$ cat src/hw/rtl/rmst_pkg.sv
package rmst_pkg;

  localparam int unsigned SampleW   = 8;
  localparam int unsigned FracBits  = 8;
  localparam int unsigned StateW    = 16;
  localparam int unsigned FactorW   = 8;
  localparam int unsigned AvgW      = 8;
  localparam int unsigned StdW      = 4;
  localparam int unsigned RootW     = 8;
  localparam int unsigned SqrtSteps = 6;
  localparam int unsigned DivSteps  = RootW;
  localparam int unsigned InDataW   = 8;
  localparam int unsigned OutDataW  = 16;

  localparam logic [FactorW-1:0] SmoothReset = 8'd32;
  localparam logic [StdW-1:0]    StdMax      = 4'd15;
  localparam int                 RoundAdd    = 127;

  // Datapath commands
  localparam logic [3:0] CMD_NONE      = 4'd0;
  localparam logic [3:0] CMD_LOAD      = 4'd1;
  localparam logic [3:0] CMD_MEAN_MUL  = 4'd2;
  localparam logic [3:0] CMD_MEAN_ADD  = 4'd3;
  localparam logic [3:0] CMD_DEV_MUL   = 4'd4;
  localparam logic [3:0] CMD_VAR_MUL   = 4'd5;
  localparam logic [3:0] CMD_VAR_ADD   = 4'd6;
  localparam logic [3:0] CMD_ROOT_INIT = 4'd7;
  localparam logic [3:0] CMD_DIV_START = 4'd8;
  localparam logic [3:0] CMD_DIV_STEP  = 4'd9;
  localparam logic [3:0] CMD_ROOT_UPD  = 4'd10;
  localparam logic [3:0] CMD_RESULT    = 4'd11;

  typedef struct packed {
    logic [3:0] op;
  } cmd_t;

  typedef struct packed {
    logic root_small;
    logic root_zero;
    logic root_same;
  } status_t;

endpackage

$ cat src/hw/rtl/rmst_dpath.sv
module rmst_dpath (
  input  logic                      clk,
  input  logic                      rst,
  input  logic                      cfg_we,
  input  logic [7:0]                cfg_wdata,
  input  logic [7:0]                sample,
  input  rmst_pkg::cmd_t            cmd,
  output rmst_pkg::status_t         status,
  output logic [7:0]                average,
  output logic [3:0]                std_dev
);
  import rmst_pkg::*;

  logic [FactorW-1:0]       smooth_factor;
  logic [StateW-1:0]        mean_q8;
  logic [StateW-1:0]        variance_q8;
  logic [StateW-1:0]        sample_q8;
  logic signed [34:0]       prod;
  logic [23:0]              sq;
  logic [RootW-1:0]         v;
  logic [RootW-1:0]         r;
  logic [RootW-1:0]         rem;
  logic [RootW-1:0]         quo;

  logic signed [16:0]       delta;
  logic signed [25:0]       delta_var;
  logic signed [25:0]       mul_a;
  logic signed [34:0]       product;
  logic signed [33:0]       square;
  logic signed [34:0]       rounded;
  logic [StateW-1:0]        step;
  logic [RootW:0]           rem_sh;
  logic [RootW+1:0]         trial;
  logic [RootW:0]           root_sum;

  // Deviation of the Q8 sample from the current mean
  assign delta     = $signed({1'b0, sample_q8}) - $signed({1'b0, mean_q8});
  assign delta_var = $signed({2'b0, sq}) - $signed({10'b0, variance_q8});
  assign mul_a     = (cmd.op == CMD_VAR_MUL) ? delta_var : {{9{delta[16]}}, delta};
  assign product   = mul_a * $signed({1'b0, smooth_factor});
  assign square    = delta * delta;
  // Add 127, floor shift by eight, then keep sixteen bits of the step
  assign rounded   = prod + 35'sd127;
  assign step      = rounded[23:8];

  // One restoring division bit per cycle
  assign rem_sh    = {rem, quo[RootW-1]};
  assign trial     = {1'b0, rem_sh} - {2'b0, r};
  assign root_sum  = {1'b0, r} + {1'b0, quo};

  assign status.root_small = (v <= 8'd1);
  assign status.root_zero  = (r == '0);
  assign status.root_same  = (root_sum[RootW:1] == r);

  always_ff @(posedge clk) begin
    if (rst) begin
      smooth_factor <= SmoothReset;
      mean_q8       <= '0;
      variance_q8   <= '0;
    end else begin
      if (cfg_we) begin
        smooth_factor <= cfg_wdata;
      end
      if (cmd.op == CMD_MEAN_ADD) begin
        mean_q8 <= mean_q8 + step;
      end
      if (cmd.op == CMD_VAR_ADD) begin
        variance_q8 <= variance_q8 + step;
      end
    end
  end

  always_ff @(posedge clk) begin
    case (cmd.op)
      CMD_LOAD:      sample_q8 <= {sample, 8'd0};
      CMD_MEAN_MUL,
      CMD_VAR_MUL:   prod <= product;
      CMD_DEV_MUL:   sq <= square[31:8];
      CMD_ROOT_INIT: begin
        v <= variance_q8[15:8];
        r <= variance_q8[15:8];
      end
      CMD_DIV_START: begin
        rem <= '0;
        quo <= v;
      end
      CMD_DIV_STEP: begin
        if (!trial[RootW+1]) begin
          rem <= trial[RootW-1:0];
        end else begin
          rem <= rem_sh[RootW-1:0];
        end
        quo <= {quo[RootW-2:0], ~trial[RootW+1]};
      end
      CMD_ROOT_UPD:  r <= root_sum[RootW:1];
      CMD_RESULT: begin
        average <= mean_q8[15:8];
        std_dev <= (r > {4'd0, StdMax}) ? StdMax : r[StdW-1:0];
      end
      default: ;
    endcase
  end

endmodule

$ cat src/hw/rtl/rmst_ctrl.sv
module rmst_ctrl (
  input  logic              clk,
  input  logic              rst,
  input  logic              s_valid,
  output logic              s_ready,
  output logic              m_valid,
  input  logic              m_ready,
  output rmst_pkg::cmd_t    cmd,
  input  rmst_pkg::status_t status
);
  import rmst_pkg::*;

  localparam logic [3:0] ST_IDLE     = 4'd0;
  localparam logic [3:0] ST_MEAN_MUL = 4'd1;
  localparam logic [3:0] ST_MEAN_ADD = 4'd2;
  localparam logic [3:0] ST_DEV_MUL  = 4'd3;
  localparam logic [3:0] ST_VAR_MUL  = 4'd4;
  localparam logic [3:0] ST_VAR_ADD  = 4'd5;
  localparam logic [3:0] ST_ROOT     = 4'd6;
  localparam logic [3:0] ST_CHK      = 4'd7;
  localparam logic [3:0] ST_DIV      = 4'd8;
  localparam logic [3:0] ST_UPD      = 4'd9;
  localparam logic [3:0] ST_DONE     = 4'd10;

  localparam int unsigned DivCntW  = $clog2(DivSteps);
  localparam int unsigned StepCntW = $clog2(SqrtSteps + 1);

  logic [3:0]          state;
  logic [3:0]          state_next;
  logic [DivCntW-1:0]  div_cnt;
  logic [StepCntW-1:0] steps;
  logic                out_free;

  assign out_free = !m_valid || m_ready;
  assign s_ready  = (state == ST_IDLE);

  always_comb begin
    state_next = state;
    cmd.op     = CMD_NONE;
    case (state)
      ST_IDLE: begin
        if (s_valid) begin
          cmd.op     = CMD_LOAD;
          state_next = ST_MEAN_MUL;
        end
      end
      ST_MEAN_MUL: begin
        cmd.op     = CMD_MEAN_MUL;
        state_next = ST_MEAN_ADD;
      end
      ST_MEAN_ADD: begin
        cmd.op     = CMD_MEAN_ADD;
        state_next = ST_DEV_MUL;
      end
      ST_DEV_MUL: begin
        cmd.op     = CMD_DEV_MUL;
        state_next = ST_VAR_MUL;
      end
      ST_VAR_MUL: begin
        cmd.op     = CMD_VAR_MUL;
        state_next = ST_VAR_ADD;
      end
      ST_VAR_ADD: begin
        cmd.op     = CMD_VAR_ADD;
        state_next = ST_ROOT;
      end
      ST_ROOT: begin
        cmd.op     = CMD_ROOT_INIT;
        state_next = ST_CHK;
      end
      ST_CHK: begin
        if (status.root_small || status.root_zero ||
            (steps == StepCntW'(SqrtSteps))) begin
          state_next = ST_DONE;
        end else begin
          cmd.op     = CMD_DIV_START;
          state_next = ST_DIV;
        end
      end
      ST_DIV: begin
        cmd.op = CMD_DIV_STEP;
        if (div_cnt == DivCntW'(DivSteps - 1)) begin
          state_next = ST_UPD;
        end
      end
      ST_UPD: begin
        cmd.op     = CMD_ROOT_UPD;
        state_next = status.root_same ? ST_DONE : ST_CHK;
      end
      ST_DONE: begin
        if (out_free) begin
          cmd.op     = CMD_RESULT;
          state_next = ST_IDLE;
        end
      end
      default: state_next = ST_IDLE;
    endcase
  end

  always_ff @(posedge clk) begin
    if (rst) begin
      state   <= ST_IDLE;
      div_cnt <= '0;
      steps   <= '0;
      m_valid <= 1'b0;
    end else begin
      state <= state_next;
      if (state == ST_DIV) begin
        div_cnt <= div_cnt + 1'b1;
      end else begin
        div_cnt <= '0;
      end
      if (state == ST_ROOT) begin
        steps <= '0;
      end else if (state == ST_UPD) begin
        steps <= steps + 1'b1;
      end
      if (state == ST_DONE && out_free) begin
        m_valid <= 1'b1;
      end else if (m_ready) begin
        m_valid <= 1'b0;
      end
    end
  end

`ifndef SYNTHESIS
  a_accept_starts: assert property (@(posedge clk) disable iff (rst)
    (s_valid && s_ready) |=> (state == ST_MEAN_MUL))
    else $error("accepted request did not start the mean update");

  a_step_bound: assert property (@(posedge clk) disable iff (rst)
    (state == ST_CHK) |-> (steps <= StepCntW'(SqrtSteps)))
    else $error("Newton step count ran past its limit");

  a_result_loaded: assert property (@(posedge clk) disable iff (rst)
    (state == ST_DONE && out_free) |=> (m_valid && state == ST_IDLE))
    else $error("finished result not presented");

  a_no_overwrite: assert property (@(posedge clk) disable iff (rst)
    (cmd.op == CMD_RESULT) |-> out_free)
    else $error("result register overwritten while still held");
`endif

endmodule

$ cat src/hw/rtl/running_mean_stddev_tracker.sv
// Running mean and standard deviation tracker. Each request carries one
// unsigned 8-bit sample; the block widens it to Q8, moves a 16-bit
// exponentially smoothed mean towards it by smooth_factor/256 of the
// deviation (rounded, floor shift, wrapping modulo 2^16), then moves a 16-bit
// smoothed variance towards the squared deviation from the new mean in the
// same way. Each sample yields exactly one result: the mean's integer part
// and an integer square root of the variance's upper byte, found by up to six
// Newton steps with early exit. The Newton loop's division runs on a
// restoring divider that produces one quotient bit per cycle. A finished
// result waits until the previous one has left the output register. A new
// sample is taken while the previous result still waits at the output
// register. smooth_factor (reset 32) is written through cfg_we/cfg_wdata;
// the user must write it only while idle; the block itself does not enforce it.
module running_mean_stddev_tracker (
  input  logic                           clk,
  input  logic                           rst,
  input  logic                           cfg_we,
  input  logic [7:0]                     cfg_wdata,      // smooth_factor
  input  logic                           s_axis_tvalid,
  output logic                           s_axis_tready,
  input  logic [rmst_pkg::InDataW-1:0]   s_axis_tdata,   // [7:0] sample
  output logic                           m_axis_tvalid,
  input  logic                           m_axis_tready,
  output logic [rmst_pkg::OutDataW-1:0]  m_axis_tdata    // [7:0] average, [11:8] std_dev
);
  import rmst_pkg::*;

  cmd_t             cmd;
  status_t          status;
  logic [AvgW-1:0]  average;
  logic [StdW-1:0]  std_dev;

  // Sequencer: steps the datapath through the update and the root search,
  // and holds the result until the downstream side takes it.
  rmst_ctrl u_ctrl (
    .clk     (clk),
    .rst     (rst),
    .s_valid (s_axis_tvalid),
    .s_ready (s_axis_tready),
    .m_valid (m_axis_tvalid),
    .m_ready (m_axis_tready),
    .cmd     (cmd),
    .status  (status)
  );

  // Arithmetic: state, multiplier, divider and result register.
  rmst_dpath u_dpath (
    .clk       (clk),
    .rst       (rst),
    .cfg_we    (cfg_we),
    .cfg_wdata (cfg_wdata),
    .sample    (s_axis_tdata[SampleW-1:0]),
    .cmd       (cmd),
    .status    (status),
    .average   (average),
    .std_dev   (std_dev)
  );

  // Pack the result, padding to whole bytes
  assign m_axis_tdata = {{(OutDataW - AvgW - StdW){1'b0}}, std_dev, average};

endmodule

$ cat config.mk
export PLATFORM = sky130hd
export DESIGN_NAME = running_mean_stddev_tracker
export DESIGN_NICKNAME = d
export VERILOG_FILES = /design/src/hw/rtl/rmst_pkg.sv /design/src/hw/rtl/rmst_dpath.sv /design/src/hw/rtl/rmst_ctrl.sv /design/src/hw/rtl/running_mean_stddev_tracker.sv
export SDC_FILE = /design/constraint.sdc
export NUM_CORES = 1
export LEC_CHECK = 0
export ABC_AREA = 1
export BUFFER_PORTS_ARGS = -buffer_cell sky130_fd_sc_hd__buf_2
export CORE_MARGIN = 3
export CORE_UTILIZATION = 50
export DETAILED_ROUTE_END_ITERATION = 10
export GPL_ROUTABILITY_DRIVEN = 0
export HOLD_SLACK_MARGIN = 0.06
export PLACE_DENSITY = 0.74
export SLEW_MARGIN = 20
export SYNTH_ARGS = -nofsm -noshare
export SYNTH_HDL_FRONTEND = slang
export SYNTH_SLANG_ARGS = --single-unit
$ cat constraint.sdc
create_clock -name clk -period 8.25 [get_ports clk]
set_input_delay 1.2375 -clock clk [delete_from_list [all_inputs] [get_ports clk]]
set_output_delay 1.2375 -clock clk [all_outputs]
set_load 0.02 [all_outputs]
## Word-level counts from Yosys, hierarchy flattened

Cells that the tools add are included.

| storage, ports and cells | value |
|---|---|
| output and inout port bits | 18 |
| logic and storage cells | 89 |
| register bits after elaboration | 151 |
| input bits | 21 |

| cells by class | value |
|---|---|
| add/subtract/negate cells | 9 |
| $lt $le $gt $ge | 2 |
| multiply operators | 2 |
| bitwise operators | 2 |
| equal/unequal tests | 27 |
| reduce and logical (&&, ||, !) cells | 14 |
| mux-type cells | 17 |

Operators by type and width:

| kind | count |
|---|---|
| $pmux 4 s11 | 2 |
| $pmux 8 s2 | 3 |
| $add 16x16->16 | 2 |
| $eq 4x3->1 const B | 8 |
| $mul 17x17->32 | 1 |
| $eq 4x4->1 const B | 7 |
| $mul 26x9->24 | 1 |
| $mux 26 | 1 |
| $sub 24x16->25 | 1 |
| $add 24x8->24 const B | 1 |
| $mux 4 | 6 |
| $sub 16x16->17 | 1 |
| $eq 4x2->1 const B | 4 |
| $sub 9x8->10 | 1 |
| $add 8x8->9 | 1 |
| $eq 4x1->1 const B | 2 |
| $eq 8x8->1 | 1 |
| $gt 8x4->1 const B | 1 |
| $le 8x1->1 const B | 1 |
| $logic_not 8->1 | 1 |
| $mux 8 | 1 |
| $add 3x1->3 const B | 2 |
| $eq 3x3->1 const B | 2 |
| $reduce_bool 2->1 | 3 |
| 11 further kinds | 19 |

## Logic depth before layout (Yosys ltp)

Gate-level depths: netlist of the first run.

| logic depth | value |
|---|---|
| depth after elaboration | 8 |
| depth in mapped cells | 36 |

## Modules after synthesis

A second synthesis of the first run with hierarchy kept.

| unflattened totals | value |
|---|---|
| cell total of the unflattened synthesis | 2969 |
| area total of the unflattened synthesis | 24094.4 um^2 |

Modules (own cells, without submodules):

| module | cells each | seq. area each (um^2) | instances | area each (um^2) |
|---|---|---|---|---|
| rmst_dpath | 2856 | 3803.6 | 1 | 23366.2 |
| rmst_ctrl | 108 | 220.2 | 1 | 694.4 |
| running_mean_stddev_tracker | 5 | 0.0 | 1 | 33.8 |

## Worst setup path after synthesis of the first run

Ideal clock, no wire load.

| timing | value |
|---|---|
| kind | register -> register |
| start point | register u_dpath.mean_q8[0] |
| end point | register u_dpath.sq[22] (data pin) |
| slack | 1268 ps |
| cell stages (with the launch flop) | 33 |
| data arrival time | 6720 ps |
| period minus slack after synthesis | 6982 ps |
| required time | 7988 ps |
| cells stage by stage | dfxtp_1 inv_2 buf_1 ha_1 nand2_1 nor2_2 nand2_2 inv_1 a21oi_2 xor2_1 inv_1 buf_2 nor2_1 inv_1 fa_1 inv_1 fa_1 inv_1 fa_1 inv_1 fa_1 fa_1 inv_1 fa_1 inv_1 ha_1 a21oi_1 o21ai_0 o21ai_1 nand2_1 a21oi_1 o21ai_1 xor2_1 |

| on the way | value |
|---|---|
| word-level cells in the longest chain between the ends | 2 |

RTL lines:

| item | RTL line | text |
|---|---|---|
| from (decl) | rmst_dpath.sv:15 | `logic [StateW-1:0] mean_q8;` |
| from (signal assigned) | rmst_dpath.sv:65 | `mean_q8 <= mean_q8 + step;` |
| $sub 16x16->17 | rmst_dpath.sv:37 | `assign delta = $signed({1'b0, sample_q8}) - $signed({1'b0, mean_q8});` |
| $mul 17x17->32 | rmst_dpath.sv:41 | `assign square = delta * delta;` |
| via u_dpath.square[30] | rmst_dpath.sv:29 | `logic signed [33:0] square;` |
| to (signal assigned) | rmst_dpath.sv:78 | `CMD_DEV_MUL: sq <= square[31:8];` |
| to (decl) | rmst_dpath.sv:19 | `logic [23:0] sq;` |

The timed path passes the listed nets, and every way through them passes these cells.
A chain may end at the register's enable or synchronous reset.

## Worst setup path in the final report of the first run

Ends and elaborated chain as after synthesis.

==> impl_results.md, run 1 <==
* Worst Setup End Kind: flip-flop
* WP buf/inv at 8
* CTS tree: built
* Final Critical Period at 7.50 ns
* Core outline area at 46,800 um^2
* Total GRT Usage at 24.9%
* Layout area overhead at 6.13%
* DRC viols at 0
* Ys Warns at 0
* Unrepaired setup endpoints after global routing: no
* Ratio of cells with drive above 1 in the final layout at 5.07%
* Commonest non-fill, non-tap cell in the layout: inv_1
* Placed cell areas at 24,600 um^2
* Most frequent cells in the layout: 711 x inv_1, 463 x nand2_1, 367 x fa_1
* Worst-skew pair later-pin latency at 0.46 ns
* Slowest CP cell: fa_1
* Die height at 224 um
* Filler Cell Count at 4,225
* Global-route wire length before repair at 99.9 mm
* Hold Crit Class: flip-flop to flip-flop
* CTS Sinks at 151
* Crit Path Class: flip-flop to flip-flop
* DP HPWL at 49.9 mm
* # IOs at 39
* Nets at 3,514
* CTS resizes at 0
* Rows at 79
* Postcts setup bufs at 0
* Netlist cell types at 59
* PortBufs at 34
* CTS max path bufs at 2
* Yosys reg bits at 151
* Final core occ at 53.9%
* Hold slack at 0.431 ns
* Synthesized instance count at 2,901
* Worst EP required at 8.46 ns
* Antenna Violating Nets Remaining at 0
* Clock Skew at 0.0118 ns
* Final slew viol count at 0
* Maximum clock frequency at 133 MHz
* Die area at 50,100 um^2
* Vias in the first global route at 19,900
* Post-Syn Area at 23,700 um^2
* Finished Cell Area at 25,200 um^2
* Vias per inst at 5.33
* CP top delay family: adder cells
* DR WL/cell at 16.9 um
* Ant. Diodes at 0
* TritonCTS Buffers at 17
* Max_cap viols at 0
* Critical path's largest stage delay at 0.55 ns
* Initial antenna violation count at 0
* CTS clk-pin slew, worst paths at 0.07 ns
* Width of the die at 224 um
* Main synth FF type: edfxtp_1
* Via count at 18,900
* Final setup viols at 0
* Post-synthesis async set-or-reset flop share at 0%
* Cell repeated most along the worst path: inv_1
* Worst slew margin relative to its limit at 37.3%
* DR iter-0 viols at 1,561
* H-tree levels at 4
* Syn avg cell area at 8.18 um^2
* Final Cycle Share at 90.9%
* Outcome: finished, final reports clean
* Slew @ Worst Pin at 0.931 ns
* Pin count of the biggest net entering global routing at 38
* Final wirelength at 59.8 mm
* Final-report hold violation count at 0
* Starting Density at 50.8%
* Post-synth EDFFs at 100
* Worst EP arrival at 7.71 ns
* Seq/Total Area, Yosys at 17.0%
* Worst-path fanout max at 17
* Grt ovf at 0
* CTS root buf: clkbuf_16
* Startpoint Class: flip-flop
* First-pass detailed-route iteration total at 6
* Setup_tns at 0 ns
* Hold_buf cts at 0
synthesized netlist by cell type, types with 3 or more instances:
cell type,instances,area [um^2]
dfxtp_1,51,1020
o21bai_1,8,60.1
clkbuf_1,35,131
nor2_1,306,1150
or2_1,3,18.8
o211ai_1,7,52.6
nand4_1,19,119
nor2_2,6,37.5
o31ai_1,6,45.0
a21o_1,9,67.6
xnor2_1,39,342
inv_1,711,2670
buf_2,7,35.0
o21ai_0,103,515
buf_1,5,18.8
nand3_1,80,400
fa_1,367,7350
buf_4,4,30.0
nand2_2,6,37.5
nor3_1,20,100
inv_2,10,37.5
a211oi_1,6,45.0
ha_1,200,2500
xor2_1,80,701
clkinv_1,7,26.3
nand3_2,3,30.0
nand2_1,463,1740
a21oi_1,159,796
nor4_1,6,37.5
or2_2,9,56.3
a31oi_1,10,62.6
o21ai_1,11,55.1
o21ai_2,3,26.3
o21a_1,7,52.6
nand3b_1,3,22.5
nor2_4,3,33.8
edfxtp_1,100,3000
worst register-to-register path: cells and delay by family (launching register included):
kind	cells	cell delay (ns)
adder cells (fa/ha/maj)	8	3.55
buffers and inverters	8	0.79
flip-flops	1	0.39
XOR/XNOR	1	0.14
AO/OA/AOI/OAI	7	1.17
AND/OR/NAND/NOR	9	1.21
logic make-up after synthesis:
| group | count (synthesis) | share of synthesized area, % |
|---|---|---|
| xor+xnor | 120 | 4.46 |
| fa+ha+maj | 567 | 41.5 |
| flops | 151 | 17.0 |
| compound gates | 345 | 8.23 |
| other cells | 1 | 0.0158 |
| simple gates | 936 | 16.4 |
| buf+inv | 781 | 12.5 |
final timing paths:
path,cells after the start,endpoint,slack [ns],startpoint
worst max-delay path,33,u_dpath.sq[22],0.75,u_dpath.mean_q8[0]
worst max register to register,33,u_dpath.sq[22],0.75,u_dpath.mean_q8[0]
worst min-delay path,1,u_ctrl.div_cnt[0],0.43,u_ctrl.div_cnt[0]
worst min register to register,1,u_ctrl.div_cnt[0],0.43,u_ctrl.div_cnt[0]
flip-flops by register name, summed over array words and instances, names as in the netlist, 16 cells and up:
signal               flops
u_dpath.mean_q8         16
u_dpath.prod            24
u_dpath.sq              24
u_dpath.variance_q8     16
per-stage QoR:
step,setup WS [ns],cells
floorplan,1.27,2904
global placement,0.993,3514
detailed placement,0.838,3514
CTS,0.821,3546
global route,0.253,3546
finish,0.752,3546
cell type report:
type                    instances  area [um^2]  area share (%)
multi-input cells            1972        16800            66.6
flip-flops and latches        151         4020            16.0
inverters                     729         2740            10.9
well taps                     607          759            3.01
clock buffers                  18          439            1.74
repair buffers                 55          328            1.30
clock inverters                14          119           0.472
routing by layer:
metal  global-route usage, %  routed length, um  vias to the layer above
li1                        -                  -                     8891
met1                    31.2              24100                     9181
met2                    43.3              29500                      666
met3                    3.07               3480                      147
met4                    11.3               2760                        0
met5                       0                  0                        -
Power of run 1 is left out: the tool's default activity adds up to more than one toggle a clock period on the data nets, which glitch-free logic cannot reach.
==> run 2, diff against run 1 <==
--- a/config.mk
+++ b/config.mk
@@ -6,6 +6,7 @@
 export NUM_CORES = 1
 export LEC_CHECK = 0
 export ABC_AREA = 1
+export ABC_CLOCK_PERIOD_IN_PS = 8250
 export BUFFER_PORTS_ARGS = -buffer_cell sky130_fd_sc_hd__buf_2
 export CORE_MARGIN = 3
 export CORE_UTILIZATION = 50
@@ -16,4 +17,5 @@
 export SLEW_MARGIN = 20
 export SYNTH_ARGS = -nofsm -noshare
 export SYNTH_HDL_FRONTEND = slang
+export SYNTH_HIERARCHICAL = 1
 export SYNTH_SLANG_ARGS = --single-unit
==> run 2 against run 1 <==
- sequential share of layout area shrank 0.27 points
- critical endpoint is now u_dpath/sq[21]
- synthesized cell count up 2.3%
- cell count rose by 2.2%
- utilization grew 0.59 points
- largest cell class unchanged
- clock-buffer cell count is 4 higher
- first-iteration DRC count down 18%
- sequential cell count unchanged
- die area up 1.5%
- clock skew rose by 0.0035 ns
- fmax is 2.6% lower
==> impl_results.md, run 2 <==
* Worst-path fanout max at 15 (was 17)
* DR iter-0 viols at 1,273 (was 1,561)
* Ys Warns at 6 (was 0)
* Maximum clock frequency at 130 MHz (was 133 MHz)
* Nets at 3,592 (was 3,514)
* DP HPWL at 47.2 mm (was 49.9 mm)
* Final setup viols at 0 (unchanged)
* Max_cap viols at 0 (unchanged)
* Initial antenna violation count at 0 (unchanged)
* Unrepaired setup endpoints after global routing: no (unchanged)
* Global-route wire length before repair at 93.5 mm (was 99.9 mm)
* PortBufs at 34 (unchanged)
* Post-synth top area cell: fa_1 (unchanged)
* Final Cycle Share at 93.3% (was 90.9%)
* CTS Sinks at 151 (unchanged)
* Synth area leaders: fa_1 31%, edfxtp_1 12%, inv_1 12%, ha_1 10%, nand2_1 7.4% (was fa_1 31%, edfxtp_1 13%, inv_1 11%, ha_1 11%, nand2_1 7.3%)
* First-pass detailed-route iteration total at 5 (was 6)
* Rows at 79 (unchanged)
* Vias per inst at 5.14 (was 5.33)
* CTS max path bufs at 2 (unchanged)
* Die height at 226 um (was 224 um)
* Ratio of cells with drive above 1 in the final layout at 5.60% (was 5.07%)
* Slew @ Worst Pin at 1.07 ns (was 0.931 ns)
* Hold Crit Class: flip-flop to flip-flop (unchanged)
* Top cell type's share of synthesized area at 30.7% (was 31.0%)
* CTS tree: built (unchanged)
* Commonest non-fill, non-tap cell in the layout: inv_1 (unchanged)
* Worst-skew pair later-pin latency at 0.44 ns (was 0.46 ns)
* Worst EP arrival at 7.88 ns (was 7.71 ns)
* Setup_tns at 0 ns (unchanged)
* Post-synthesis async set-or-reset flop share at 0% (unchanged)
* Grt ovf at 0 (unchanged)
* Hold_buf cts at 0 (unchanged)
* CTS root buf: clkbuf_16 (unchanged)
* TritonCTS Buffers at 17 (unchanged)
* H-tree levels at 4 (unchanged)
* Most frequent cells in the layout: 742 x inv_1, 478 x nand2_1, 369 x fa_1 (was 711 x inv_1, 463 x nand2_1, 367 x fa_1)
* Clock Skew at 0.0153 ns (was 0.0118 ns)
* # IOs at 39 (unchanged)
* Worst Setup End Kind: flip-flop (unchanged)
* Post-synth EDFFs at 100 (unchanged)
* Crit Path Class: flip-flop to flip-flop (unchanged)
* Synthesized instance count at 2,969 (was 2,901)
* Final wirelength at 56.4 mm (was 59.8 mm)
* Ant. Diodes at 0 (unchanged)
* Syn avg cell area at 8.12 um^2 (was 8.18 um^2)
* Main synth FF type: edfxtp_1 (unchanged)
* Seq/Total Area, Yosys at 16.7% (was 17.0%)
* Post-Syn Area at 24,100 um^2 (was 23,700 um^2)
* Placed cell areas at 25,000 um^2 (was 24,600 um^2)
* Outcome: finished, final reports clean (unchanged)
* Layout Cells excl Fill at 3,623 (was 3,546)
* Most frequent cells after synthesis: 742 x inv_1, 478 x nand2_1, 369 x fa_1 (was 711 x inv_1, 463 x nand2_1, 367 x fa_1)
* Die area at 50,900 um^2 (was 50,100 um^2)
* Vias in the first global route at 19,100 (was 19,900)
* Pin count of the biggest net entering global routing at 38 (unchanged)
* Worst EP required at 8.43 ns (was 8.46 ns)
* Startpoint Class: flip-flop (unchanged)
* Layout area overhead at 6.38% (was 6.13%)
* Yosys reg bits at 151 (unchanged)
* Most frequent cell after synthesis: inv_1 (unchanged)
* Finished Cell Area at 25,600 um^2 (was 25,200 um^2)
* Placement Setup Slack at 0.422 ns (was 0.838 ns)
* Antenna Violating Nets Remaining at 0 (unchanged)
* DR WL/cell at 15.6 um (was 16.9 um)
* Final-report hold violation count at 0 (unchanged)
* Largest regs: u_dpath/prod: 24 flops, u_dpath/sq: 24 flops (was u_dpath.prod: 24 flops, u_dpath.sq: 24 flops)
* Starting Density at 51.2% (was 50.8%)
* CTS clk-pin slew, worst paths at 0.06 ns (was 0.07 ns)
* Netlist cell types at 59 (unchanged)
* Width of the die at 226 um (was 224 um)
* Via count at 18,600 (was 18,900)
* Core outline area at 47,100 um^2 (was 46,800 um^2)
* Final Critical Period at 7.70 ns (was 7.50 ns)
* Dpl cells at 3,591 (was 3,514)
* Final slew viol count at 0 (unchanged)
* Worst slew margin relative to its limit at 27.9% (was 37.3%)
* Final WS setup at 0.549 ns (was 0.752 ns)
* Total GRT Usage at 23.2% (was 24.9%)
* DRC viols at 0 (unchanged)
## run 2: cells by family after synthesis
logic type	synth area share [%]
other	0.0156
AND/OR/NAND/NOR	16.2
buffers and inverters	12.9
adder cells (fa/ha/maj)	41.0
XOR/XNOR	4.91
multiplexers	0.280
AO/OA/AOI/OAI	8.03
flip-flops	16.7
## run 2: metal layers
layer,GRT usage (%),wire [um],share of wire (%)
met5,0,0,0
met4,8.10,1840,3.3
met3,2.42,2880,5.1
met2,41.3,28100,50
met1,29.4,23600,42
## run 2: what timing repair did
item / CTS / global route
gates resized for setup: 0 / 1
buffers inserted: 0 / 0
setup endpoints to repair: 0 / 3
## run 2: worst paths after layout
path | startpoint | to | slack, ns | cells past startpoint
worst max register to register | u_dpath/mean_q8[9] | u_dpath/sq[21] | 0.55 | 25
worst min register to register | u_ctrl/div_cnt[0] | u_ctrl/div_cnt[0] | 0.42 | 1
worst min-delay path | u_ctrl/div_cnt[0] | u_ctrl/div_cnt[0] | 0.42 | 1
worst max-delay path | u_dpath/mean_q8[9] | u_dpath/sq[21] | 0.55 | 25
## run 2: per-stage QoR
step | utilization, % | hold slack [ns]
4_1_cts | 54.5 | 0.426
3_5_place_dp | 53.2 | 0.416
3_3_place_gp | 53.2 | 0.412
6_report | 54.5 | 0.421
5_1_grt | 54.5 | 0.453
2_1_floorplan | - | 0.399
## run 2: cell type report
class	count	area, um^2
clock buffers	22	464
clock inverters	10	120
fillers	4328	21400
inverters	770	2890
multi-input cells	2002	17000
flip-flops and latches	151	4020
well taps	607	759
repair buffers	61	373
## run 2: critical path: stages (launching register included)
cell       delay [ns]
dfxtp_1          0.37
inv_1            0.07
ha_1             0.37
nand2_1          0.16
nor3_1           0.19
nand3_1          0.10
o2111ai_1        0.10
or2_2            0.14
nand2_1          0.46
inv_1            0.42
nand2_1          0.19
fa_1             0.54
inv_1            0.06
fa_1             0.50
fa_1             0.53
fa_1             0.55
fa_1             0.56
inv_1            0.06
fa_1             0.53
inv_1            0.04
ha_1             0.36
a21oi_1          0.25
o21ai_0          0.15
a2111oi_0        0.48
nand2_1          0.12
xor2_1           0.15
Power of run 2 is left out for the same reason.
==> run 3, diff against run 2 <==
--- a/config.mk
+++ b/config.mk
@@ -8,11 +8,12 @@
 export ABC_AREA = 1
 export ABC_CLOCK_PERIOD_IN_PS = 8250
 export BUFFER_PORTS_ARGS = -buffer_cell sky130_fd_sc_hd__buf_2
-export CORE_MARGIN = 3
+export CORE_MARGIN = 4
 export CORE_UTILIZATION = 50
 export DETAILED_ROUTE_END_ITERATION = 10
 export GPL_ROUTABILITY_DRIVEN = 0
 export HOLD_SLACK_MARGIN = 0.06
+export MAX_ROUTING_LAYER = met4
 export PLACE_DENSITY = 0.74
 export SLEW_MARGIN = 20
 export SYNTH_ARGS = -nofsm -noshare
==> run 3 against run 2 <==
- routed wire length is 0.82% higher
- die area is 1.8% higher
- hold slack improved by 0.011 ns
- first-iteration DRC count down 4.0%
- global-route usage increased by 0.61 points
- setup slack better by 0.041 ns
- sequential cell count did not move
- utilization shrank 0.63 points
- clock skew down 0.0033 ns
- largest cell class unchanged
==> impl_results.md, run 3 (synthesis gave the netlist of run 2 again) <==
* Outcome: finished, final reports clean (unchanged)
* Final core occ at 53.8% (was 54.5%)
* Worst Setup End Kind: flip-flop (unchanged)
* Filler Cell Count at 4,363 (was 4,328)
* Core outline area at 47,600 um^2 (was 47,100 um^2)
* Flop-to-flop setup slack at 0.59 ns (was 0.55 ns)
* Clock Skew at 0.0120 ns (was 0.0153 ns)
* Via count at 18,700 (was 18,600)
* DRC viols at 0 (unchanged)
* CP top delay family: adder cells (unchanged)
* First-pass detailed-route iteration total at 6 (was 5)
* Final Cycle Share at 92.8% (was 93.3%)
* Slew @ Worst Pin at 1.04 ns (was 1.07 ns)
* # IOs at 39 (unchanged)
* CTS Sinks at 151 (unchanged)
* CTS max path bufs at 2 (unchanged)
* Setup_tns at 0 ns (unchanged)
* Largest regs: u_dpath/prod: 24 flops, u_dpath/sq: 24 flops (unchanged)
* Global-route wire length before repair at 94.6 mm (was 93.5 mm)
* Die height at 228 um (was 226 um)
* Layout area overhead at 6.48% (was 6.38%)
* Startpoint Class: flip-flop (unchanged)
* Ant. Diodes at 0 (unchanged)
* Final-report hold violation count at 0 (unchanged)
* Unrepaired setup endpoints after global routing: no (unchanged)
* Total GRT Usage at 23.8% (was 23.2%)
* Max_cap viols at 0 (unchanged)
* Antenna Violating Nets Remaining at 0 (unchanged)
* DR iter-0 viols at 1,222 (was 1,273)
* Final Critical Period at 7.66 ns (was 7.70 ns)
* Initial antenna violation count at 0 (unchanged)
* WP buf/inv at 5 (unchanged)
* DR WL/cell at 15.6 um (about the same)
* Hold Crit Start: u_dpath/mean_q8[15] (was u_ctrl/div_cnt[0])
* Ratio of cells with drive above 1 in the final layout at 5.64% (was 5.60%)
* Worst EP required at 8.44 ns (was 8.43 ns)
* Rows at 80 (was 79)
* Worst EP arrival at 7.85 ns (was 7.88 ns)
* Die area at 51,800 um^2 (was 50,900 um^2)
* Vias per inst at 5.16 (was 5.14)
* Hold depth at 0 (was 1)
* Width of the die at 228 um (was 226 um)
* CTS root buf: clkbuf_16 (unchanged)
* DP HPWL at 47.8 mm (was 47.2 mm)
* Worst slew margin relative to its limit at 30.0% (was 27.9%)
* Hold Crit Class: flip-flop to flip-flop (unchanged)
* CTS clk-pin slew, worst paths at 0.06 ns (about the same)
* Final slew viol count at 0 (unchanged)
* Pin count of the biggest net entering global routing at 38 (unchanged)
* Cell repeated most along the worst path: fa_1 (unchanged)
* FF-to-FF Start: u_dpath/mean_q8[11] (was u_dpath/mean_q8[9])
* Slowest CP cell: fa_1 (unchanged)
* Vias in the first global route at 19,100 (about the same)
* Worst-path fanout max at 13 (was 15)
* CTS tree: built (unchanged)
* PortBufs at 34 (unchanged)
* H-tree levels at 4 (unchanged)
* Critical Path Stages at 25 (unchanged)
* Final setup viols at 0 (unchanged)
* TritonCTS Buffers at 17 (unchanged)
* Starting Density at 50.6% (was 51.2%)
* Most frequent cells in the layout: 742 x inv_1, 478 x nand2_1, 369 x fa_1 (unchanged)
* Grt ovf at 0 (unchanged)
* R2R Path End: u_dpath/sq[21] (unchanged)
* Commonest non-fill, non-tap cell in the layout: inv_1 (unchanged)
* Final wirelength at 56.8 mm (was 56.4 mm)
* Nets at 3,592 (unchanged)
* Hold path endpoint: u_dpath/average[7] (was u_ctrl/div_cnt[0])
* Maximum clock frequency at 131 MHz (was 130 MHz)
* FF-to-FF path depth at 25 (unchanged)
* Hold_buf cts at 0 (unchanged)
* Critical path's largest stage delay at 0.55 ns (was 0.56 ns)
* Worst-skew pair later-pin latency at 0.45 ns (was 0.44 ns)
* Crit Path Class: flip-flop to flip-flop (unchanged)
## run 3: worst max-delay path by stage
stage / from / end / slack (ns)
after floorplan: u_dpath/mean_q8[0] / u_dpath/sq[21] / 1.09
after global placement: m_axis_tready / u_dpath/prod[20] / 0.57
after detailed placement: m_axis_tready / u_dpath/prod[20] / 0.46
after CTS: u_dpath/r[6] / u_dpath/prod[21] / 0.57
after global routing: u_dpath/r[6] / u_dpath/prod[21] / 0.08
final: u_dpath/mean_q8[11] / u_dpath/sq[21] / 0.59
## run 3: what timing repair did
action                                  CTS  global route
endpoints found under the setup margin    0             4
buffers inserted                          0             0
resized for setup                         0             1
## run 3: final cells by class
class                           count  area (um^2)  share of cell area (%)
Tap cell                          615          769                    3.00
Sequential cell                   151         4020                    15.7
Clock buffer                       21          480                    1.87
Multi-Input combinational cell   2002        17000                    66.3
Clock inverter                     11          119                   0.463
Timing Repair Buffer               61          373                    1.45
Inverter                          770         2890                    11.3
## run 3: metal layers
| metal | GRT usage, % | vias to the layer above | part of all wire [%] |
|---|---|---|---|
| met2 | 40.1 | 531 | 50 |
| met3 | 3.71 | 138 | 5.5 |
| met1 | 28.7 | 9007 | 40 |
| met5 | - | - | 0 |
| li1 | - | 9070 | - |
| met4 | 9.82 | 0 | 4.6 |
## run 3: metrics by stage
stage,cells,setup slack (ns),instance area [um^2],hold WS (ns)
final,3631,0.590,25700,0.432
after global routing,3631,0.0841,25700,0.450
after CTS,3631,0.567,25600,0.434
after detailed placement,3599,0.461,25100,0.418
after global placement,3599,0.570,25000,0.414
after floorplan,2972,1.09,24100,0.399
Power of run 3 is left out for the same reason.
